$ cat src/design/swls_pkg.sv
package swls_pkg;

	// window geometry
	localparam int WINDOW_DEPTH = 128;
	localparam int IDX_W = $clog2(WINDOW_DEPTH);
	localparam int FILL_W = $clog2(WINDOW_DEPTH + 1);
	localparam int CMP_W = (FILL_W > 8) ? FILL_W : 8;

	// field widths
	localparam int SAMPLE_W = 32;
	localparam int SUM_W = 39;
	localparam int HIGH_W = 33;
	localparam int WEIGHT_W = 17;
	localparam int SPAN_W = 31;
	localparam int CFG_IDX_W = 2;

	// empty window gives a range of 1.0
	localparam logic signed [HIGH_W-1:0] EMPTY_HIGH = 33'sd65536;

	// register reset values
	localparam logic [WEIGHT_W-1:0] WEIGHT_RESET = 17'd655;
	localparam logic [SPAN_W-1:0] SPAN_RESET = 31'd6554;

	// register indexes
	localparam logic [CFG_IDX_W-1:0] REG_EMA_WEIGHT = 2'd0;
	localparam logic [CFG_IDX_W-1:0] REG_MIN_SPAN = 2'd1;

	typedef enum logic [1:0] {
		CMD_PUSH = 2'd0,
		CMD_READ = 2'd1,
		CMD_RANGE = 2'd2,
		CMD_NONE = 2'd3
	} cmd_t;

	typedef enum logic [2:0] {
		ST_IDLE,
		ST_MUL,
		ST_ADD,
		ST_LAP,
		ST_FIN,
		ST_DONE
	} state_t;

endpackage

$ cat src/design/swls_cell.sv
module swls_cell (
	input  logic                                 clk,
	input  logic                                 shift,
	input  logic signed [swls_pkg::SAMPLE_W-1:0] d,
	output logic signed [swls_pkg::SAMPLE_W-1:0] q
);

	logic signed [swls_pkg::SAMPLE_W-1:0] value_q;

	// take the neighbour's entry when the row moves
	always_ff @(posedge clk) begin
		if (shift) begin
			value_q <= d;
		end
	end

	assign q = value_q;

endmodule

$ cat src/design/swls_ema.sv
module swls_ema (
	input  logic                                 clk,
	input  logic signed [swls_pkg::SAMPLE_W-1:0] sample,
	input  logic signed [swls_pkg::SAMPLE_W-1:0] ema,
	input  logic        [swls_pkg::WEIGHT_W-1:0] weight,
	output logic signed [swls_pkg::SAMPLE_W-1:0] next_ema
);

	logic signed [32:0] diff;
	logic signed [50:0] prod_d;
	logic signed [50:0] prod_s1;
	logic signed [34:0] delta;
	logic signed [34:0] sum;

	// difference times weight, registered
	assign diff = 33'(sample) - 33'(ema);
	assign prod_d = 51'(diff) * 51'($signed({1'b0, weight}));

	always_ff @(posedge clk) begin
		prod_s1 <= prod_d;
	end

	// arithmetic shift floors the scaled step
	assign delta = 35'(prod_s1 >>> 16);
	assign sum = 35'(ema) + delta;

	// clamp to the signed 32-bit range
	always_comb begin
		if (sum > 35'sd2147483647) begin
			next_ema = 32'sh7FFFFFFF;
		end else if (sum < -35'sd2147483648) begin
			next_ema = 32'sh80000000;
		end else begin
			next_ema = 32'(sum);
		end
	end

endmodule

$ cat src/design/sliding_window_loss_statistics.sv
// Sliding window statistics over signed Q16.16 samples.
// Items enter on start while busy is low: command, sample_value, entry_index.
// Each item yields exactly one result, shown for one cycle with done high;
// the receiver cannot stall, so a result must be taken in that cycle.
// The window is a row of cells that shift on a push; the newest entry sits
// in the first cell and the entry evicted from a full window leaves the last.
// A push updates the window as it is accepted, then runs the EMA multiply
// and the clamped add. A read or a range query turns the whole row once as
// a ring, one cell a cycle, watching the last cell. A read beyond the fill
// count, a range on an empty window and the unused command finish without
// turning the row. A new item may be given in the cycle that done is high.
// The user writes registers through cfg_write/cfg_index/cfg_data only while
// idle; the block itself does not enforce this. Reset empties the window,
// clears sum and EMA and restores the register defaults; cell contents stay
// undefined and are never read before written.
module sliding_window_loss_statistics (
	input  logic                                  clk,
	input  logic                                  arst_n,
	input  logic                                  cfg_write,
	input  logic        [swls_pkg::CFG_IDX_W-1:0] cfg_index,
	input  logic        [swls_pkg::SPAN_W-1:0]    cfg_data,
	input  logic                                  start,
	output logic                                  busy,
	input  logic        [1:0]                     command,
	input  logic signed [swls_pkg::SAMPLE_W-1:0]  sample_value,
	input  logic        [7:0]                     entry_index,
	output logic                                  done,
	output logic signed [swls_pkg::SAMPLE_W-1:0]  entry_value,
	output logic signed [swls_pkg::SAMPLE_W-1:0]  range_low,
	output logic signed [swls_pkg::HIGH_W-1:0]    range_high,
	output logic signed [swls_pkg::SUM_W-1:0]     window_sum,
	output logic signed [swls_pkg::SAMPLE_W-1:0]  smoothed_value,
	output logic        [7:0]                     fill_count
);

	localparam int D = swls_pkg::WINDOW_DEPTH;

	swls_pkg::state_t state_q, state_d;
	swls_pkg::cmd_t cmd_in, cmd_q;

	logic accept;
	logic push_now;
	logic shift;
	logic full;
	logic tap_valid;
	logic idx_hit;

	logic [swls_pkg::WEIGHT_W-1:0] ema_weight_q;
	logic [swls_pkg::SPAN_W-1:0] min_span_q;
	logic [swls_pkg::FILL_W-1:0] fill_q;
	logic signed [swls_pkg::SUM_W-1:0] sum_q;
	logic signed [swls_pkg::SAMPLE_W-1:0] ema_q;
	logic signed [swls_pkg::SAMPLE_W-1:0] next_ema;
	logic [swls_pkg::IDX_W-1:0] lap_q;
	logic seen_q;
	logic first_q;

	logic signed [swls_pkg::SAMPLE_W-1:0] sample_q;
	logic [swls_pkg::FILL_W-1:0] start_pos_q;
	logic [swls_pkg::IDX_W-1:0] target_q;
	logic signed [swls_pkg::SAMPLE_W-1:0] entry_q;
	logic signed [swls_pkg::SAMPLE_W-1:0] lo_q;
	logic signed [swls_pkg::HIGH_W-1:0] hi_q;

	logic [swls_pkg::FILL_W-1:0] start_pos_d;
	logic [swls_pkg::CMP_W:0] target_d;
	logic signed [swls_pkg::SAMPLE_W-1:0] tap;
	logic signed [swls_pkg::SAMPLE_W-1:0] chain [D+1];
	logic signed [33:0] spread;
	logic signed [33:0] span_ext;

	assign cmd_in = swls_pkg::cmd_t'(command);
	assign accept = start && !busy;
	assign push_now = accept && (cmd_in == swls_pkg::CMD_PUSH);
	assign shift = push_now || (state_q == swls_pkg::ST_LAP);
	assign full = (fill_q == swls_pkg::FILL_W'(D));

	// row of window cells, closed into a ring while it is walked
	assign chain[0] = push_now ? sample_value : tap;
	assign tap = chain[D];

	for (genvar i = 0; i < D; i++) begin : g_cell
		swls_cell u_cell (
			.clk  (clk),
			.shift(shift),
			.d    (chain[i]),
			.q    (chain[i+1])
		);
	end

	// ema step unit
	swls_ema u_ema (
		.clk     (clk),
		.sample  (sample_q),
		.ema     (ema_q),
		.weight  (ema_weight_q),
		.next_ema(next_ema)
	);

	// position of the oldest entry as seen at the tap, and the read target
	assign start_pos_d = swls_pkg::FILL_W'(D) - fill_q;
	assign target_d = (swls_pkg::CMP_W+1)'(start_pos_d) + (swls_pkg::CMP_W+1)'(entry_index);
	assign idx_hit = swls_pkg::CMP_W'(entry_index) < swls_pkg::CMP_W'(fill_q);
	assign tap_valid = swls_pkg::FILL_W'(lap_q) >= start_pos_q;

	assign spread = 34'(hi_q) - 34'(lo_q);
	assign span_ext = 34'($signed({1'b0, min_span_q}));

	// next state
	always_comb begin
		state_d = state_q;
		unique case (state_q)
			swls_pkg::ST_IDLE, swls_pkg::ST_DONE: begin
				if (accept) begin
					unique case (cmd_in)
						swls_pkg::CMD_PUSH: state_d = swls_pkg::ST_MUL;
						swls_pkg::CMD_READ: state_d = idx_hit ? swls_pkg::ST_LAP : swls_pkg::ST_DONE;
						swls_pkg::CMD_RANGE: begin
							state_d = (fill_q == '0) ? swls_pkg::ST_DONE : swls_pkg::ST_LAP;
						end
						swls_pkg::CMD_NONE: state_d = swls_pkg::ST_DONE;
					endcase
				end else begin
					state_d = swls_pkg::ST_IDLE;
				end
			end
			swls_pkg::ST_MUL: state_d = swls_pkg::ST_ADD;
			swls_pkg::ST_ADD: state_d = swls_pkg::ST_DONE;
			swls_pkg::ST_LAP: begin
				if (lap_q == swls_pkg::IDX_W'(D - 1)) begin
					state_d = swls_pkg::ST_FIN;
				end
			end
			swls_pkg::ST_FIN: state_d = swls_pkg::ST_DONE;
			default: state_d = swls_pkg::ST_IDLE;
		endcase
	end

	// handshake outputs
	always_comb begin
		busy = 1'b1;
		done = 1'b0;
		unique case (state_q)
			swls_pkg::ST_IDLE: busy = 1'b0;
			swls_pkg::ST_DONE: begin
				busy = 1'b0;
				done = 1'b1;
			end
			default: busy = 1'b1;
		endcase
	end

	// control state, window bookkeeping and registers
	always_ff @(posedge clk or negedge arst_n) begin
		if (!arst_n) begin
			state_q <= swls_pkg::ST_IDLE;
			cmd_q <= swls_pkg::CMD_NONE;
			ema_weight_q <= swls_pkg::WEIGHT_RESET;
			min_span_q <= swls_pkg::SPAN_RESET;
			fill_q <= '0;
			sum_q <= '0;
			ema_q <= '0;
			lap_q <= '0;
			seen_q <= 1'b0;
			first_q <= 1'b0;
		end else begin
			state_q <= state_d;
			if (cfg_write) begin
				if (cfg_index == swls_pkg::REG_EMA_WEIGHT) begin
					ema_weight_q <= cfg_data[swls_pkg::WEIGHT_W-1:0];
				end else if (cfg_index == swls_pkg::REG_MIN_SPAN) begin
					min_span_q <= cfg_data;
				end
			end
			if (accept) begin
				cmd_q <= cmd_in;
				lap_q <= '0;
				seen_q <= 1'b0;
			end
			if (push_now) begin
				first_q <= (fill_q == '0);
				sum_q <= sum_q + 39'(sample_value) - (full ? 39'(tap) : '0);
				if (!full) begin
					fill_q <= fill_q + 1'b1;
				end
			end
			if (state_q == swls_pkg::ST_ADD) begin
				ema_q <= first_q ? sample_q : next_ema;
			end
			if (state_q == swls_pkg::ST_LAP) begin
				lap_q <= lap_q + 1'b1;
				if (tap_valid) begin
					seen_q <= 1'b1;
				end
			end
		end
	end

	// item payload and result values
	always_ff @(posedge clk) begin
		if (accept) begin
			sample_q <= sample_value;
			start_pos_q <= start_pos_d;
			target_q <= target_d[swls_pkg::IDX_W-1:0];
			entry_q <= '0;
			lo_q <= '0;
			hi_q <= (cmd_in == swls_pkg::CMD_RANGE && fill_q == '0) ? swls_pkg::EMPTY_HIGH : '0;
		end
		if (state_q == swls_pkg::ST_LAP) begin
			if (cmd_q == swls_pkg::CMD_READ) begin
				if (lap_q == target_q) begin
					entry_q <= tap;
				end
			end else if (tap_valid) begin
				if (!seen_q || tap < lo_q) begin
					lo_q <= tap;
				end
				if (!seen_q || 33'(tap) > hi_q) begin
					hi_q <= 33'(tap);
				end
			end
		end
		// widen a narrow range to the minimum span
		if (state_q == swls_pkg::ST_FIN && cmd_q == swls_pkg::CMD_RANGE) begin
			if (spread < span_ext) begin
				hi_q <= 33'(34'(lo_q) + span_ext);
			end
		end
	end

	assign entry_value = entry_q;
	assign range_low = lo_q;
	assign range_high = hi_q;
	assign window_sum = sum_q;
	assign smoothed_value = ema_q;
	assign fill_count = 8'(fill_q);

endmodule

$ cat config.mk
export PLATFORM = sky130hd
export DESIGN_NAME = sliding_window_loss_statistics
export DESIGN_NICKNAME = d
export VERILOG_FILES = /design/src/design/swls_pkg.sv /design/src/design/swls_cell.sv /design/src/design/swls_ema.sv /design/src/design/sliding_window_loss_statistics.sv
export SDC_FILE = /design/constraint.sdc
export NUM_CORES = 2
export LEC_CHECK = 0
export ABC_AREA = 0
export ABC_CLOCK_PERIOD_IN_PS = 127700
export BUFFER_PORTS_ARGS = -buffer_cell sky130_fd_sc_hd__buf_4
export CORE_ASPECT_RATIO = 0.8
export CORE_UTILIZATION = 44
export DETAILED_ROUTE_END_ITERATION = 10
export PLACE_DENSITY_LB_ADDON = 0.05
export SYNTH_ARGS = -nofsm -noshare
export SYNTH_HDL_FRONTEND = slang
export SYNTH_SLANG_ARGS = --single-unit
$ cat constraint.sdc
create_clock -name clk -period 127.7 [get_ports clk]
set_input_delay 25.54 -clock clk [delete_from_list [all_inputs] [get_ports clk]]
set_output_delay 25.54 -clock clk [all_outputs]
set_load 0.02 [all_outputs]
==> flow_metrics.tcl <==
set metrics [dict create \
    clk_pin_slew_ns 0.06 \
    hp-class "flop to flop" \
    tightest_slew_ns 1.31 \
    io_buffers 256 \
    cp_cell_sequence "buf_4, nand2_2, buf_4, or3_4, nand2_4, buf_4, buf_4, buf_4, buf_4, buf_4, buf_4, buf_4" \
    area.sequential_mm2 0.131 \
    yosysUniqueCellTypes 103 \
    fill_cells 31096 \
    grt_pass1_wl_um 500000 \
    drt.antenna.violating_nets 0 \
    dr.first_iter.drc_count 6715 \
    crit_path_end_kind "flop" \
    crit_arrival_ns 33.48 \
    cts_buffers 415 \
    grt-ovfl-total 0 \
    reg2reg_depth 36 \
    start_util_pct 44.3 \
    synthTopCellsByArea "edfxtp_1 (74%), fa_1 (6.9%), ha_1 (3.0%)" \
    maxCapViolations 0 \
    cpPeakStageDelay_ns 0.91 \
    finalSetupViolCount 0 \
    grt_max_degree 205 \
    synth_flop_cell "edfxtp_1" \
    cts_setup_buffers 0 \
    dpl_worst_slack_ns 93.62 \
    synth-seq-cells 4416 \
    cts_resized 0 \
    dieArea_mm2 0.384 \
    fin_area_mm2 0.189 \
    cts_sinks 4416 \
    drc 0 \
    syn_area_mm2 0.168 \
    area_delta_synth_final_pct 12.9 \
    crit_fanout 85 \
    die_h_um 554 \
    grt_usage_pct 17.4 \
    multi_input_area_mm2 0.0329 \
    via_per_inst 4.98 \
    hold_depth 0 \
    antenna_found_initial 32 \
    io-pin-count 257 \
    cts_tree "built" \
    synth_top_area_share_pct 74.2 \
    worst_setup_path_start_kind "primary input" \
    maxSlewViolCount 0 \
    core_area_mm2 0.379 \
    cp.required_ns 128.20 \
    synth_nets 10317 \
    synthArstFlopShare_pct 3.19 \
    grt_pass1_vias 75725 \
    cts_max_path_buffers 4 \
    utilization_pct 50.0 \
    post-dp-hpwl_um 221000 \
    syn_inst 9256 \
    fin_ws_ns 94.71 \
    die_w_um 692 \
    outcome "finished, final reports clean" \
    worst_path_max_delay_cell "buf_4" \
    netlist.top_cell.by_area "edfxtp_1" \
    final.period_utilization_pct 25.8 \
    rows 202 \
    finalHoldViolCount 0 \
    rsz0062_at_grt "no" \
    fin_crit_ns 32.99 \
    critical_path_class "primary input to flop" \
    fin_setup_tns_ns 0 \
    finalNetCount 10931 \
    yosysWarnings 0 \
    relSlewSlack_pct 12.2 \
    routed_wl_um 333000 \
    synth_edf_count 4143 \
    clock_skew_ns 0.0670 \
    max_freq_mhz 30.3 \
    place_area_mm2 0.176 \
    wl_per_cell_um 21.9 \
    clock-root-buffer "clkbuf_16" \
    yosysSeqAreaShare_pct 77.9 \
    postCtsHoldBufs 0 \
    layout-drive-gt1-share_pct 11.0 \
    crit_top_cell "buf_4" \
    gp_congestion 0.866 \
    via_count 75767 \
    htreeDepth 5 \
    avgSynthCellArea_um2 18.1 \
    rrSetupSlack_ns 116.21 \
    clk_latency_ns 0.94 \
    firstDrtPassIters 6 \
]
[metrics by stage]
stage / cells / hold slack (ns)
2_1_floorplan: 9256 / 0.400
3_3_place_gp: 14451 / 0.400
3_5_place_dp: 14451 / 0.405
4_1_cts: 15204 / 0.351
5_1_grt: 15209 / 0.370
6_report: 15222 / 0.356
[synth_stat cells, types with 31 or more instances]
library cell  count
a22o_1           39
a21o_1          135
dfrtp_1         126
nand3_1         113
nor2_1          194
ha_1            405
a211oi_1         33
o21a_1           44
nand3b_1         31
inv_1           965
nand4_1          47
dfxtp_1         132
nand2b_1         36
edfxtp_1       4143
a21oi_1         234
nor2b_1          65
mux2_2           48
xnor2_1         132
fa_1            577
clkbuf_1        176
nor3_1           39
nand2_1         609
mux2i_1          83
and2_1          236
o21ai_0         222
xor2_1           77
[routing by layer]
| layer | wire length [um] | GRT usage (%) | vias up |
|---|---|---|---|
| met5 | 24 | 0 | - |
| met4 | 10500 | 5.11 | 4 |
| met3 | 14700 | 2.63 | 501 |
| met2 | 146000 | 25.4 | 1457 |
| met1 | 161000 | 27.0 | 39093 |
| li1 | - | - | 34712 |
[sequential cells by signal (all words and copies together), names as in the netlist]
signal / flops
u_ema.prod_s1: 35
lap_q: 7
state_q: 3
start_pos_q: 8
ema_weight_q: 17
target_q: 7
window_sum: 39
g_cell.u_cell.q: 4096
fill_count: 8
range_high: 33
entry_value: 32
seen_q: 1
cmd_q: 2
sample_q: 32
range_low: 32
first_q: 1
min_span_q: 31
smoothed_value: 32
[path summary, 6_finish.rpt]
path	startpoint	end
worst max-delay path	start	g_cell[94].u_cell.q[8]
worst min-delay path	g_cell[53].u_cell.q[27]	g_cell[54].u_cell.q[27]
worst max register to register	smoothed_value[0]	u_ema.prod_s1[50]
worst min register to register	g_cell[53].u_cell.q[27]	g_cell[54].u_cell.q[27]
max in group asynchronous	arst_n	min_span_q[9]
min in group asynchronous	arst_n	window_sum[30]
[cell usage in the layout, fill, tap and decap left out, types with 36 or more instances in the layout]
cell type	count
edfxtp_1	4143
inv_1	965
nand2_1	607
fa_1	577
clkbuf_16	422
ha_1	405
buf_4	400
and2_1	236
a21oi_1	234
o21ai_0	222
nor2_1	191
a21o_1	135
dfxtp_1	132
dfrtp_1	121
xnor2_1	115
nand3_1	113
clkinv_1	101
clkbuf_1	97
mux2i_1	83
xor2_1	70
nor2b_1	65
clkinv_2	60
mux2_2	48
nand4_1	47
o21a_1	44
a22o_1	39
nor3_1	37
nand2b_1	36
[cell type report]
class / instances / share of cell area (%)
sequential: 4416 / 69.0
clock inverter: 229 / 1.01
tap: 4998 / 3.30
antenna: 18 / 0.0238
multi-input combinational: 3662 / 17.3
inverter: 969 / 1.92
timing repair buffer: 406 / 1.65
clock buffer: 524 / 5.80
[critical path: cells and delay by family]
family	cells	cell delay, ns
buf+inv	9	6.33
simple gates	3	1.30
[cell families after synthesis]
| group | Yosys count | share of synthesized area, % |
|---|---|---|
| AND/OR/NAND/NOR | 1442 | 4.13 |
| XOR/XNOR | 211 | 1.11 |
| buffers and inverters | 1178 | 2.69 |
| adder cells (fa/ha/maj) | 982 | 9.91 |
| AO/OA/AOI/OAI | 894 | 3.46 |
| flip-flops | 4416 | 77.9 |
| multiplexers | 133 | 0.835 |
Power is not shown: default switching activity piles up to over one toggle a cycle in this logic, so the estimate is an artifact.
